--- config.mk ---
export PLATFORM = sky130hd
export DESIGN_NAME = irrigation_zone_run_sequencer
export DESIGN_NICKNAME = d
export VERILOG_FILES = /design/src/sv/izrs_pkg.sv /design/src/sv/izrs_core.sv /design/src/sv/irrigation_zone_run_sequencer.sv
export SDC_FILE = /design/constraint.sdc
export NUM_CORES = 1
export LEC_CHECK = 0
export ABC_CLOCK_PERIOD_IN_PS = 7300
export BUFFER_PORTS_ARGS = -buffer_cell sky130_fd_sc_hd__buf_2
export CAP_MARGIN = 20
export CORE_MARGIN = 2
export CORE_UTILIZATION = 60
export DETAILED_ROUTE_END_ITERATION = 7
export GPL_ROUTABILITY_DRIVEN = 0
export PLACE_DENSITY_LB_ADDON = 0.2
export SLEW_MARGIN = 20
export SYNTH_ARGS = -nofsm -noshare
export SYNTH_HDL_FRONTEND = slang
export SYNTH_SLANG_ARGS = --single-unit
export TNS_END_PERCENT = 10
--- constraint.sdc ---
create_clock -name clk -period 7.3 [get_ports clk]
set_clock_uncertainty 0.1 [all_clocks]
set_input_delay 1.46 -clock clk [delete_from_list [all_inputs] [get_ports clk]]
set_output_delay 1.46 -clock clk [all_outputs]
set_load 0.05 [all_outputs]
--- src/sv/izrs_pkg.sv ---
// Types, codes and constants of the irrigation zone run sequencer.
`timescale 1ns / 1ps

package izrs_pkg;

    // Field widths.
    localparam int unsigned ZONE_W  = 4;
    localparam int unsigned TIME_W  = 24;
    localparam int unsigned PHASE_W = 16;
    localparam int unsigned REQ_W   = 2;
    localparam int unsigned CODE_W  = 4;
    localparam int unsigned RUN_W   = 3;
    localparam int unsigned CIDX_W  = 2;

    // Highest zone that has a valve.
    localparam int unsigned NUM_ZONES = 8;

    // Reset values of the timing registers.
    localparam logic [PHASE_W-1:0] PREOPEN_RESET = 16'd2000;
    localparam logic [PHASE_W-1:0] RELIEF_RESET  = 16'd2000;

    // Configuration register indexes.
    localparam logic [CIDX_W-1:0] CFG_PREOPEN = 2'd0;
    localparam logic [CIDX_W-1:0] CFG_RELIEF  = 2'd1;

    // Request types.
    typedef enum logic [REQ_W-1:0] {
        REQ_TICK   = 2'd0,
        REQ_START  = 2'd1,
        REQ_CANCEL = 2'd2
    } req_t;

    // Reported run state codes.
    typedef enum logic [RUN_W-1:0] {
        RUN_IDLE      = 3'd0,
        RUN_PREOPEN   = 3'd1,
        RUN_RUNNING   = 3'd2,
        RUN_STOPDELAY = 3'd3,
        RUN_COMPLETE  = 3'd4,
        RUN_FAULT     = 3'd5
    } run_code_t;

    // Status codes.
    typedef enum logic [CODE_W-1:0] {
        CODE_NONE        = 4'd0,
        CODE_SELECT_AREA = 4'd1,
        CODE_SELECT_TIME = 4'd2,
        CODE_ZONE_ERROR  = 4'd3,
        CODE_OPENING     = 4'd4,
        CODE_WATERING    = 4'd5,
        CODE_DEPRESS     = 4'd6,
        CODE_COMPLETE    = 4'd7,
        CODE_CANCELLED   = 4'd8
    } status_t;

    // Sequencer state, one-hot.
    typedef enum logic [5:0] {
        S_IDLE      = 6'b000001,
        S_PREOPEN   = 6'b000010,
        S_RUNNING   = 6'b000100,
        S_STOPDELAY = 6'b001000,
        S_COMPLETE  = 6'b010000,
        S_FAULT     = 6'b100000
    } seq_state_t;

    // One result item.
    typedef struct packed {
        run_code_t          run_state;
        logic               pump_on;
        logic [ZONE_W-1:0]  active_zone;
        logic [TIME_W-1:0]  remaining_ms;
        status_t            status_code;
        logic               start_ok;
    } result_t;

    // Map the one-hot state to its reported code.
    function automatic run_code_t state_code(input seq_state_t s);
        run_code_t c;
        case (s)
            S_IDLE:      c = RUN_IDLE;
            S_PREOPEN:   c = RUN_PREOPEN;
            S_RUNNING:   c = RUN_RUNNING;
            S_STOPDELAY: c = RUN_STOPDELAY;
            S_COMPLETE:  c = RUN_COMPLETE;
            S_FAULT:     c = RUN_FAULT;
            default:     c = RUN_IDLE;
        endcase
        return c;
    endfunction

endpackage

--- src/sv/izrs_core.sv ---
// Sequencer state and the next-state logic for one request.
`timescale 1ns / 1ps

module izrs_core (
    input  logic                              clk,
    input  logic                              rst_n,
    input  logic                              step,
    input  logic [izrs_pkg::REQ_W-1:0]        req_type,
    input  logic [izrs_pkg::ZONE_W-1:0]       zone,
    input  logic [izrs_pkg::TIME_W-1:0]       duration_ms,
    input  logic [izrs_pkg::PHASE_W-1:0]      preopen_ms,
    input  logic [izrs_pkg::PHASE_W-1:0]      relief_ms,
    output izrs_pkg::result_t                 result
);

    izrs_pkg::seq_state_t               state_reg, state_next;
    logic                               cycle_active_reg, cycle_active_next;
    logic                               pump_drive_reg, pump_drive_next;
    logic [izrs_pkg::ZONE_W-1:0]        open_zone_reg, open_zone_next;
    logic [izrs_pkg::TIME_W-1:0]        run_length_reg, run_length_next;
    logic [izrs_pkg::TIME_W-1:0]        time_left_reg, time_left_next;
    logic [izrs_pkg::PHASE_W-1:0]       phase_count_reg, phase_count_next;
    izrs_pkg::status_t                  last_code_reg, last_code_next;
    logic                               start_ok;
    logic [izrs_pkg::PHASE_W-1:0]       phase_dec;
    logic [izrs_pkg::TIME_W-1:0]        time_dec;

    // Saturating countdowns of the phase wait and the watering time.
    assign phase_dec = (phase_count_reg == '0) ? '0 : phase_count_reg - 1'b1;
    assign time_dec  = (time_left_reg == '0) ? '0 : time_left_reg - 1'b1;

    // Next state for the request that is processed this cycle.
    always_comb
    begin
        state_next        = state_reg;
        cycle_active_next = cycle_active_reg;
        pump_drive_next   = pump_drive_reg;
        open_zone_next    = open_zone_reg;
        run_length_next   = run_length_reg;
        time_left_next    = time_left_reg;
        phase_count_next  = phase_count_reg;
        last_code_next    = last_code_reg;
        start_ok          = 1'b0;
        case (req_type)
            izrs_pkg::REQ_TICK:
            begin
                if (cycle_active_reg)
                begin
                    case (state_reg)
                        izrs_pkg::S_PREOPEN:
                        begin
                            phase_count_next = phase_dec;
                            if (phase_dec == '0)
                            begin
                                pump_drive_next = 1'b1;
                                time_left_next  = run_length_reg;
                                state_next      = izrs_pkg::S_RUNNING;
                                last_code_next  = izrs_pkg::CODE_WATERING;
                            end
                        end
                        izrs_pkg::S_RUNNING:
                        begin
                            time_left_next = time_dec;
                            if (time_dec == '0)
                            begin
                                pump_drive_next  = 1'b0;
                                state_next       = izrs_pkg::S_STOPDELAY;
                                last_code_next   = izrs_pkg::CODE_DEPRESS;
                                phase_count_next = relief_ms;
                            end
                        end
                        izrs_pkg::S_STOPDELAY:
                        begin
                            phase_count_next = phase_dec;
                            if (phase_dec == '0)
                            begin
                                cycle_active_next = 1'b0;
                                pump_drive_next   = 1'b0;
                                open_zone_next    = '0;
                                time_left_next    = '0;
                                phase_count_next  = '0;
                                state_next        = izrs_pkg::S_COMPLETE;
                                last_code_next    = izrs_pkg::CODE_COMPLETE;
                            end
                        end
                        default:
                        begin
                        end
                    endcase
                end
            end
            izrs_pkg::REQ_START:
            begin
                if (zone == '0)
                begin
                    last_code_next = izrs_pkg::CODE_SELECT_AREA;
                end
                else if (duration_ms == '0)
                begin
                    last_code_next = izrs_pkg::CODE_SELECT_TIME;
                end
                else
                begin
                    // Any accepted or faulting start first stops what runs.
                    cycle_active_next = 1'b0;
                    pump_drive_next   = 1'b0;
                    open_zone_next    = '0;
                    time_left_next    = '0;
                    phase_count_next  = '0;
                    if (zone > izrs_pkg::ZONE_W'(izrs_pkg::NUM_ZONES))
                    begin
                        state_next     = izrs_pkg::S_FAULT;
                        last_code_next = izrs_pkg::CODE_ZONE_ERROR;
                    end
                    else
                    begin
                        open_zone_next    = zone;
                        run_length_next   = duration_ms;
                        time_left_next    = duration_ms;
                        cycle_active_next = 1'b1;
                        state_next        = izrs_pkg::S_PREOPEN;
                        last_code_next    = izrs_pkg::CODE_OPENING;
                        phase_count_next  = preopen_ms;
                        start_ok          = 1'b1;
                    end
                end
            end
            izrs_pkg::REQ_CANCEL:
            begin
                cycle_active_next = 1'b0;
                pump_drive_next   = 1'b0;
                open_zone_next    = '0;
                time_left_next    = '0;
                phase_count_next  = '0;
                state_next        = izrs_pkg::S_IDLE;
                last_code_next    = izrs_pkg::CODE_CANCELLED;
            end
            default:
            begin
            end
        endcase
    end

    // The result reports the state after this request.
    always_comb
    begin
        result.run_state    = izrs_pkg::state_code(state_next);
        result.pump_on      = pump_drive_next;
        result.active_zone  = open_zone_next;
        result.remaining_ms = time_left_next;
        result.status_code  = last_code_next;
        result.start_ok     = start_ok;
    end

    // State registers advance once per processed request.
    always_ff @(posedge clk or negedge rst_n)
    begin
        if (!rst_n)
        begin
            state_reg        <= izrs_pkg::S_IDLE;
            cycle_active_reg <= 1'b0;
            pump_drive_reg   <= 1'b0;
            open_zone_reg    <= '0;
            run_length_reg   <= '0;
            time_left_reg    <= '0;
            phase_count_reg  <= '0;
            last_code_reg    <= izrs_pkg::CODE_NONE;
        end
        else if (step)
        begin
            state_reg        <= state_next;
            cycle_active_reg <= cycle_active_next;
            pump_drive_reg   <= pump_drive_next;
            open_zone_reg    <= open_zone_next;
            run_length_reg   <= run_length_next;
            time_left_reg    <= time_left_next;
            phase_count_reg  <= phase_count_next;
            last_code_reg    <= last_code_next;
        end
    end

endmodule

--- src/sv/irrigation_zone_run_sequencer.sv ---
// Irrigation zone run sequencer: input register, sequencer core, result register.
// Each request (tick, start or cancel) yields one result, held first in the input
// register and then in the result register. A new request can be taken every cycle
// unless out_ready low holds the result register, since the whole state update is a
// single short step of the sequencer core between those two registers. The timing
// registers preopen_ms and relief_ms are written through the configuration
// channel, which is always ready; write them only while no request is in flight.
`timescale 1ns / 1ps

module irrigation_zone_run_sequencer (
    input  logic                              clk,
    input  logic                              rst_n,
    // Request channel.
    input  logic                              in_valid,
    output logic                              in_ready,
    input  logic [izrs_pkg::REQ_W-1:0]        req_type,
    input  logic [izrs_pkg::ZONE_W-1:0]       zone,
    input  logic [izrs_pkg::TIME_W-1:0]       duration_ms,
    // Result channel.
    output logic                              out_valid,
    input  logic                              out_ready,
    output logic [izrs_pkg::RUN_W-1:0]        run_state,
    output logic                              pump_on,
    output logic [izrs_pkg::ZONE_W-1:0]       active_zone,
    output logic [izrs_pkg::TIME_W-1:0]       remaining_ms,
    output logic [izrs_pkg::CODE_W-1:0]       status_code,
    output logic                              start_ok,
    // Configuration write channel.
    input  logic                              cfg_valid,
    output logic                              cfg_ready,
    input  logic [izrs_pkg::CIDX_W-1:0]       cfg_index,
    input  logic [izrs_pkg::PHASE_W-1:0]      cfg_data
);

    logic                               stg_valid_reg;
    logic [izrs_pkg::REQ_W-1:0]         stg_req_reg;
    logic [izrs_pkg::ZONE_W-1:0]        stg_zone_reg;
    logic [izrs_pkg::TIME_W-1:0]        stg_dur_reg;
    logic                               out_valid_reg;
    izrs_pkg::result_t                  out_reg;
    izrs_pkg::result_t                  core_result;
    logic [izrs_pkg::PHASE_W-1:0]       preopen_reg;
    logic [izrs_pkg::PHASE_W-1:0]       relief_reg;
    logic                               advance;
    logic                               in_xfer;

    // The staged request moves on when the result register is free or drains.
    assign advance   = stg_valid_reg && (!out_valid_reg || out_ready);
    assign in_ready  = !stg_valid_reg || advance;
    assign in_xfer   = in_valid && in_ready;
    assign cfg_ready = 1'b1;

    // Configuration registers; unknown indexes are ignored.
    always_ff @(posedge clk or negedge rst_n)
    begin
        if (!rst_n)
        begin
            preopen_reg <= izrs_pkg::PREOPEN_RESET;
            relief_reg  <= izrs_pkg::RELIEF_RESET;
        end
        else if (cfg_valid)
        begin
            case (cfg_index)
                izrs_pkg::CFG_PREOPEN: preopen_reg <= cfg_data;
                izrs_pkg::CFG_RELIEF:  relief_reg  <= cfg_data;
                default:
                begin
                end
            endcase
        end
    end

    // Input register valid flag.
    always_ff @(posedge clk or negedge rst_n)
    begin
        if (!rst_n)
            stg_valid_reg <= 1'b0;
        else if (in_xfer)
            stg_valid_reg <= 1'b1;
        else if (advance)
            stg_valid_reg <= 1'b0;
    end

    // Input register payload.
    always_ff @(posedge clk)
    begin
        if (in_xfer)
        begin
            stg_req_reg  <= req_type;
            stg_zone_reg <= zone;
            stg_dur_reg  <= duration_ms;
        end
    end

    izrs_core u_core (
        .clk         (clk),
        .rst_n       (rst_n),
        .step        (advance),
        .req_type    (stg_req_reg),
        .zone        (stg_zone_reg),
        .duration_ms (stg_dur_reg),
        .preopen_ms  (preopen_reg),
        .relief_ms   (relief_reg),
        .result      (core_result)
    );

    // Result register valid flag.
    always_ff @(posedge clk or negedge rst_n)
    begin
        if (!rst_n)
            out_valid_reg <= 1'b0;
        else if (advance)
            out_valid_reg <= 1'b1;
        else if (out_ready)
            out_valid_reg <= 1'b0;
    end

    // Result register payload.
    always_ff @(posedge clk)
    begin
        if (advance)
            out_reg <= core_result;
    end

    assign out_valid    = out_valid_reg;
    assign run_state    = out_reg.run_state;
    assign pump_on      = out_reg.pump_on;
    assign active_zone  = out_reg.active_zone;
    assign remaining_ms = out_reg.remaining_ms;
    assign status_code  = out_reg.status_code;
    assign start_ok     = out_reg.start_ok;

endmodule

==> results of run 1 <==
==> logic make-up (layout without fill, tap and decap cells) <==
kind of cell / after synthesis / in the layout / synth area share
xor gates and xnor gates: 22 / 22 / 0.0196
adders and majority gates: 8 / 8 / 0.0102
other: 1 / 1 / 0.000381
AOI/OAI and AO/OA: 289 / 289 / 0.203
and+or+nand+nor: 297 / 297 / 0.151
DFF: 181 / 181 / 0.495
buffers and inverters: 83 / 156 / 0.0338
muxes: 77 / 77 / 0.0875
==> cells in the mapped netlist, types with 9 or more instances <==
library cell    n
a21oi_1        53
a22o_1         27
a22oi_1        40
clkbuf_1       53
dfrtp_1       101
dfstp_2        13
edfxtp_1       67
inv_1          22
mux2_2         73
nand2_1        89
nand2b_1        9
nand3_1        19
nand4_1        14
nor2_1         61
nor3_1         29
nor4_1         22
o21ai_0        68
xnor2_1        11
xor2_1         11
==> power by group through the flow <==
stage                     Sequential, mW  Clock [mW]  Combinational, mW
after global placement              1.44           0              0.968
after global routing                1.46       0.959               1.10
final                               1.44       0.918               1.02
after floorplan                     1.42           0              0.745
after CTS                           1.43       0.917              0.996
after detailed placement            1.45           0              0.987
==> routing by layer <==
metal  vias to the layer above  track usage  wire [microns]  part of all wire
met4                         0        0.109             928             0.034
met5                         -            0               0                 0
li1                       3755            -               -                 -
met3                        94        0.113            3770              0.14
met2                       645        0.456           11500              0.42
met1                      4103        0.451           11200              0.41
==> worst max-delay path, delay by kind of cell (launching register included) <==
kind,cells,cell delay (ns)
simple gates,3,0.98
buf+inv,1,0.14
flops,1,0.51
mux,1,0.42
fa+ha+maj,1,0.30
compound gates,4,2.21
==> stage by stage <==
stage / total power, mW / worst slack (ns)
after floorplan: 2.17 / 3.54
after global routing: 3.52 / 2.25
final: 3.38 / 2.51
after detailed placement: 2.43 / 2.59
after global placement: 2.41 / 2.68
after CTS: 3.34 / 2.67
==> area by class of cell <==
class,instances,area share
sequential,181,0.442
multi-input combinational,694,0.422
timing repair buffer,102,0.0504
inverter,22,0.00748
tap,216,0.0245
clock inverter,15,0.0146
clock buffer,17,0.0385
==> worst paths after layout <==
path / startpoint / endpoint / slack (ns)
worst min-delay path: u_core.open_zone_reg[0] / u_core.open_zone_reg[0] / 0.41
worst max-delay path: u_core.time_left_reg[0] / u_core.phase_count_reg[7] / 2.51
worst min register to register: u_core.open_zone_reg[0] / u_core.open_zone_reg[0] / 0.41
min in group asynchronous: rst_n / u_core.time_left_reg[18] / 0.86
max in group asynchronous: rst_n / preopen_reg[3] / 5.12
worst max register to register: u_core.time_left_reg[0] / u_core.phase_count_reg[7] / 2.51
==> out/results.txt, run 1 <==
Status: finished, final reports clean
Pre-Repair DR Iteration Count: 7
Area Overhead vs Synth: 12.0%
Post-CTS sizing: 0
Sw frac: 0.377
Max Clock Freq: 209 MHz
Synth Net Count: 1019
Slew Viols, Final: 0
Port Buffers: 91
Initial drt markers: 1313
Clk_lat worst skew: 0.46 ns
Sequential Power Share: 0.427
Hold_ws: 0.407 ns
Global route overflow: 0
CTS Buf Count: 17
Antenna violations before repair: 0
Seq/Total Area, Yosys: 0.495
Ys flop type: dfrtp_1
Crit Path Category: reg -> reg
Syn_area_per_cell: 10.3 sq um
Slowest cell on crit path: a21oi_2
Net switching power: 1.27 mW
Initial core utilization: 0.618
First-pass GRT wire length: 43.4 mm
Setup Buffers After CTS: 0
Library cells used by synthesis: 79
Core area: 15900 sq um
FP Rows: 46
Total GRT Usage: 0.318
Worst path required time: 7.53 ns
Register area: 4880 sq um
Vias in the first global route: 7910
CP endpoint kind: register
Die width: 132 microns
H-tree lvl count: 4
Root Driver: clkbuf_16
Worst-Margin Slew: 1.13 ns
Largest stage delay, worst path: 0.86 ns
Hold crit path type: reg -> reg
Crit path max fanout: 16
Clock network power share: 0.272
Mapped cell area: 9850 sq um
Yosys top cell by area: dfrtp_1
CTS Hold Bufs: 0
Final Hold Viols: 0
Period utilization: 0.657
Reg2reg path depth: 10
Synth area leaders: dfrtp_1 26%, edfxtp_1 20%, mux2_2 8.3%
Filler cell count: 1202
CP most frequent cell: o31ai_1
Static Leak: 4.42 nW
Final Cell Area: 11000 sq um
Drt total wl: 27.4 mm
Final design utilization: 0.692
Max-slew headroom: 0.245
Power Density: 306 nW/um^2
Routed wire length per instance: 22.0 microns
Clk buf depth: 2
Via count: 8597
Asr flop ratio synth: 0.630
Number of flops mapped to enable cells by yosys: 67
Worst vdd ir: 185 uV
Die footprint: 17500 sq um
Worst-path clk slew: 0.08 ns
Multi-input gate area: 4660 sq um
Hold Path Cell Cnt: 1
# placed instances: 1214
Hpwl dp: 18.8 mm
# diodes: 0
Routed Antenna Nets: 0
Cell internal pwr: 2.11 mW
Commonest non-fill, non-tap cells in the layout: 101 x dfrtp_1, 90 x buf_2, 89 x nand2_1
TritonCTS Sinks: 181
Placed inst area: 10400 sq um
Max_cap viols: 0
TNS Setup: 0 ns
Final setup fails: 0
Final Non-Filler Cells: 1247
Combinational share of power: 0.302
Top-area cell type share of the netlist area: 0.257
Largest net degree at the start of global routing: 82
Die Ht: 132 microns
Flops & latches, synth: 181
Warnings, synthesis: 0
Minimum clock period: 4.79 ns
Cells after Synth: 958
Most common cell after layout, fill and taps aside: dfrtp_1
Worst-path cell chain: inv_1, ha_1, nor3b_1, nand4_1, o31ai_1, nand2_1, o31ai_1, o21ai_0, a21oi_2, mux2_2
IO Pins: 93
Layout cells sized above 1: 0.234
CP arrival: 5.03 ns
RSZ-0062 raised after global routing: no
DRC: 0
Vias per inst: 6.89
NumNets Final: 1079
CTS tree: yes
Startpoint Class: register
No activity file was read; power rests on OpenSTA's default activity.
==> run 2, diff against run 1 <==
--- a/config.mk
+++ b/config.mk
@@ -5,7 +5,8 @@
 export SDC_FILE = /design/constraint.sdc
 export NUM_CORES = 1
 export LEC_CHECK = 0
-export ABC_CLOCK_PERIOD_IN_PS = 7300
+export ABC_AREA = 1
+export ABC_CLOCK_PERIOD_IN_PS = 4800
 export BUFFER_PORTS_ARGS = -buffer_cell sky130_fd_sc_hd__buf_2
 export CAP_MARGIN = 20
 export CORE_MARGIN = 2
==> constraint.sdc (replaced) <==
create_clock -name clk -period 4.8 [get_ports clk]
set_clock_uncertainty 0.1 [all_clocks]
set_input_delay 0.96 -clock clk [delete_from_list [all_inputs] [get_ports clk]]
set_output_delay 0.96 -clock clk [all_outputs]
set_load 0.05 [all_outputs]
==> out/results.txt, run 2 <==
# placed instances: 1579 (was 1214)
Mapped cell area: 10200 sq um (was 9850 sq um)
Top-area cell type share of the netlist area: 0.248 (was 0.257)
CTS tree: yes (unchanged)
Routed Antenna Nets: 0 (unchanged)
Post-Synth Simple-Gate Area: 0.264 (was 0.151)
Flops & latches, synth: 181 (unchanged)
NumNets Final: 1440 (was 1079)
Final setup fails: 0 (unchanged)
Final Non-Filler Cells: 1612 (was 1247)
Core area: 16600 sq um (was 15900 sq um)
Setup Buffers After CTS: 0 (unchanged)
Warnings, synthesis: 0 (unchanged)
Proportion of synthesized area in mux cells: 0 (was 0.0875)
Hold EP: u_core.run_length_reg[15] (was u_core.open_zone_reg[0])
Initial drt markers: 973 (was 1313)
CP endpoint kind: register (unchanged)
R2R setup slack: 1.13 ns (was 2.51 ns)
Routed wire length per instance: 16.0 microns (was 22.0 microns)
CTS Hold Bufs: 0 (unchanged)
Final Hold Viols: 0 (unchanged)
Antenna violations before repair: 0 (unchanged)
Yosys top cell by area: dfrtp_1 (unchanged)
Die width: 134 microns (was 132 microns)
Crit Path Category: reg -> reg (unchanged)
Die Ht: 134 microns (was 132 microns)
Startpoint Class: register (unchanged)
Post-CTS sizing: 0 (unchanged)
Die footprint: 18100 sq um (was 17500 sq um)
Worst reg2reg path endpoint: run_state[1] (was u_core.phase_count_reg[7])
RSZ-0062 raised after global routing: no (unchanged)
Vias per inst: 5.76 (was 6.89)
Layout cells sized above 1: 0.148 (was 0.234)
Ys flop type: dfrtp_1 (unchanged)
Hpwl dp: 18.1 mm (was 18.8 mm)
TritonCTS Sinks: 181 (unchanged)
Minimum clock period: 3.67 ns (was 4.79 ns)
Worst-Margin Slew: 0.953 ns (was 1.13 ns)
Worst vdd ir: 302 uV (was 185 uV)
CP arrival: 3.87 ns (was 5.03 ns)
Clk buf depth: 2 (unchanged)
Power Density: 486 nW/um^2 (was 306 nW/um^2)
Most common cell after layout, fill and taps aside: nand2_1 (was dfrtp_1)
Status: finished, final reports clean (unchanged)
DRC: 0 (unchanged)
Seq/Total Area, Yosys: 0.479 (was 0.495)
FP Rows: 47 (was 46)
Largest family of logic cells by synthesized area: simple AND/OR/NAND/NOR gates (was compound AO/OA/AOI/OAI gates)
Number of flops mapped to enable cells by yosys: 67 (unchanged)
HP Start: stg_dur_reg[15] (was u_core.open_zone_reg[0])
Hold Path Cell Cnt: 2 (was 1)
Area Overhead vs Synth: 11.9% (was 12.0%)
TNS Setup: 0 ns (unchanged)
Drt total wl: 25.8 mm (was 27.4 mm)
Via count: 9286 (was 8597)
Max Clock Freq: 272 MHz (was 209 MHz)
Pre-Repair DR Iteration Count: 6 (was 7)
Asr flop ratio synth: 0.630 (unchanged)
Synth area leaders: dfrtp_1 25%, edfxtp_1 20%, nand2_1 13% (was dfrtp_1 26%, edfxtp_1 20%, mux2_2 8.3%)
IO Pins: 93 (unchanged)
Synth Net Count: 1364 (was 1019)
Static Leak: 5.37 nW (was 4.42 nW)
H-tree lvl count: 4 (unchanged)
Commonest non-fill, non-tap cells in the layout: 350 x nand2_1, 168 x inv_1, 116 x o21ai_0 (was 101 x dfrtp_1, 90 x buf_2, 89 x nand2_1)
Hold crit path type: reg -> reg (unchanged)
Period utilization: 0.765 (was 0.657)
Final design utilization: 0.688 (was 0.692)
Syn_area_per_cell: 7.83 sq um (was 10.3 sq um)
Reg2reg path depth: 19 (was 10)
Worst-path clk slew: 0.07 ns (was 0.08 ns)
Library cells used by synthesis: 48 (was 79)
Vias in the first global route: 8808 (was 7910)
Worst r2r src: u_core.phase_count_reg[0] (was u_core.time_left_reg[0])
Max-slew headroom: 0.363 (was 0.245)
Crit path max fanout: 25 (was 16)
Count leader, synth: nand2_1 (was dfrtp_1)
Cells after Synth: 1303 (was 958)
Clk_lat worst skew: 0.44 ns (was 0.46 ns)
Synth Area in Compound Gates: 0.156 (was 0.203)
Worst path required time: 5.00 ns (was 7.53 ns)
CTS Buf Count: 17 (unchanged)
Max_cap viols: 0 (unchanged)
Slew Viols, Final: 0 (unchanged)
Adder-cell share of the synthesized area: 0.00982 (was 0.0102)
First-pass GRT wire length: 42.7 mm (was 43.4 mm)
Initial core utilization: 0.615 (was 0.618)
Largest net degree at the start of global routing: 58 (was 82)
Port Buffers: 91 (unchanged)
Root Driver: clkbuf_16 (unchanged)
# diodes: 0 (unchanged)
Global route overflow: 0 (unchanged)
Total GRT Usage: 0.300 (was 0.318)
Commonest cells post-synth: 350 x nand2_1, 169 x inv_1, 116 x o21ai_0 (was 101 x dfrtp_1, 89 x nand2_1, 73 x mux2_2)
XOR/XNOR Fraction of Synth Area: 0.00344 (was 0.0196)
run 2: routing by layer:
| layer | vias up | track usage | share of wire |
|---|---|---|---|
| met1 | 4265 | 0.381 | 0.41 |
| li1 | 4484 | - | - |
| met3 | 85 | 0.0563 | 0.074 |
| met5 | - | 0 | 0 |
| met2 | 452 | 0.495 | 0.48 |
| met4 | 0 | 0.150 | 0.039 |
run 2: logic make-up after synthesis:
kind of cell,count (synthesis)
XOR/XNOR,4
AO/OA/AOI/OAI,268
buffers and inverters,226
AND/OR/NAND/NOR,615
adder cells (fa/ha/maj),8
other,1
flip-flops,181
run 2: worst max path at each step:
stage / slack (ns) / endpoint / from
after detailed placement: 1.13 / run_state[1] / u_core.phase_count_reg[0]
after global routing: 0.75 / u_core.phase_count_reg[15] / u_core.time_left_reg[0]
after CTS: 1.11 / run_state[1] / u_core.phase_count_reg[0]
after global placement: 1.21 / run_state[2] / u_core.phase_count_reg[0]
after floorplan: 2.16 / stg_dur_reg[0] / out_ready
final: 1.13 / run_state[1] / u_core.phase_count_reg[0]
run 2: final cells by class:
cell class	count	area, sq um
Clock buffer	28	562
Clock inverter	4	27.5
Fill cell	1431	5180
Inverter	178	668
Multi-Input combinational cell	896	4420
Sequential cell	181	4880
Tap cell	220	275
Timing Repair Buffer	105	567
run 2: power by group:
part	internal (mW)	switching (mW)
clock network	0.803	0.583
registers	1.98	0.233
logic	0.573	1.38
total	3.36	2.19
run 2: critical path, stage by stage, from the launching register on:
cell and delay [ns]:
dfrtp_1 0.36, inv_1 0.16, ha_1 0.20, nand2_1 0.07, nor2_2 0.11, nand2_2 0.22, nand2_1 0.22, nand2_1 0.08
nor2_1 0.17, nand2_2 0.09, nor2_4 0.10, nand3_4 0.11, a21oi_4 0.66, nand2_1 0.24, nand2_1 0.11, nand2_1 0.10
nand2_1 0.10, nand2_1 0.06, nor2_2 0.10, a21boi_2 0.16
run 2: stage by stage:
step / cell area, sq um / hold WS (ns) / setup WS (ns) / power, mW
after floorplan: 10200 / 0.349 / 2.16 / 3.65
after global placement: 10800 / 0.365 / 1.21 / 4.09
after detailed placement: 10800 / 0.367 / 1.13 / 4.14
after CTS: 11400 / 0.385 / 1.11 / 5.53
after global routing: 11400 / 0.411 / 0.752 / 5.90
final: 11400 / 0.381 / 1.13 / 5.55
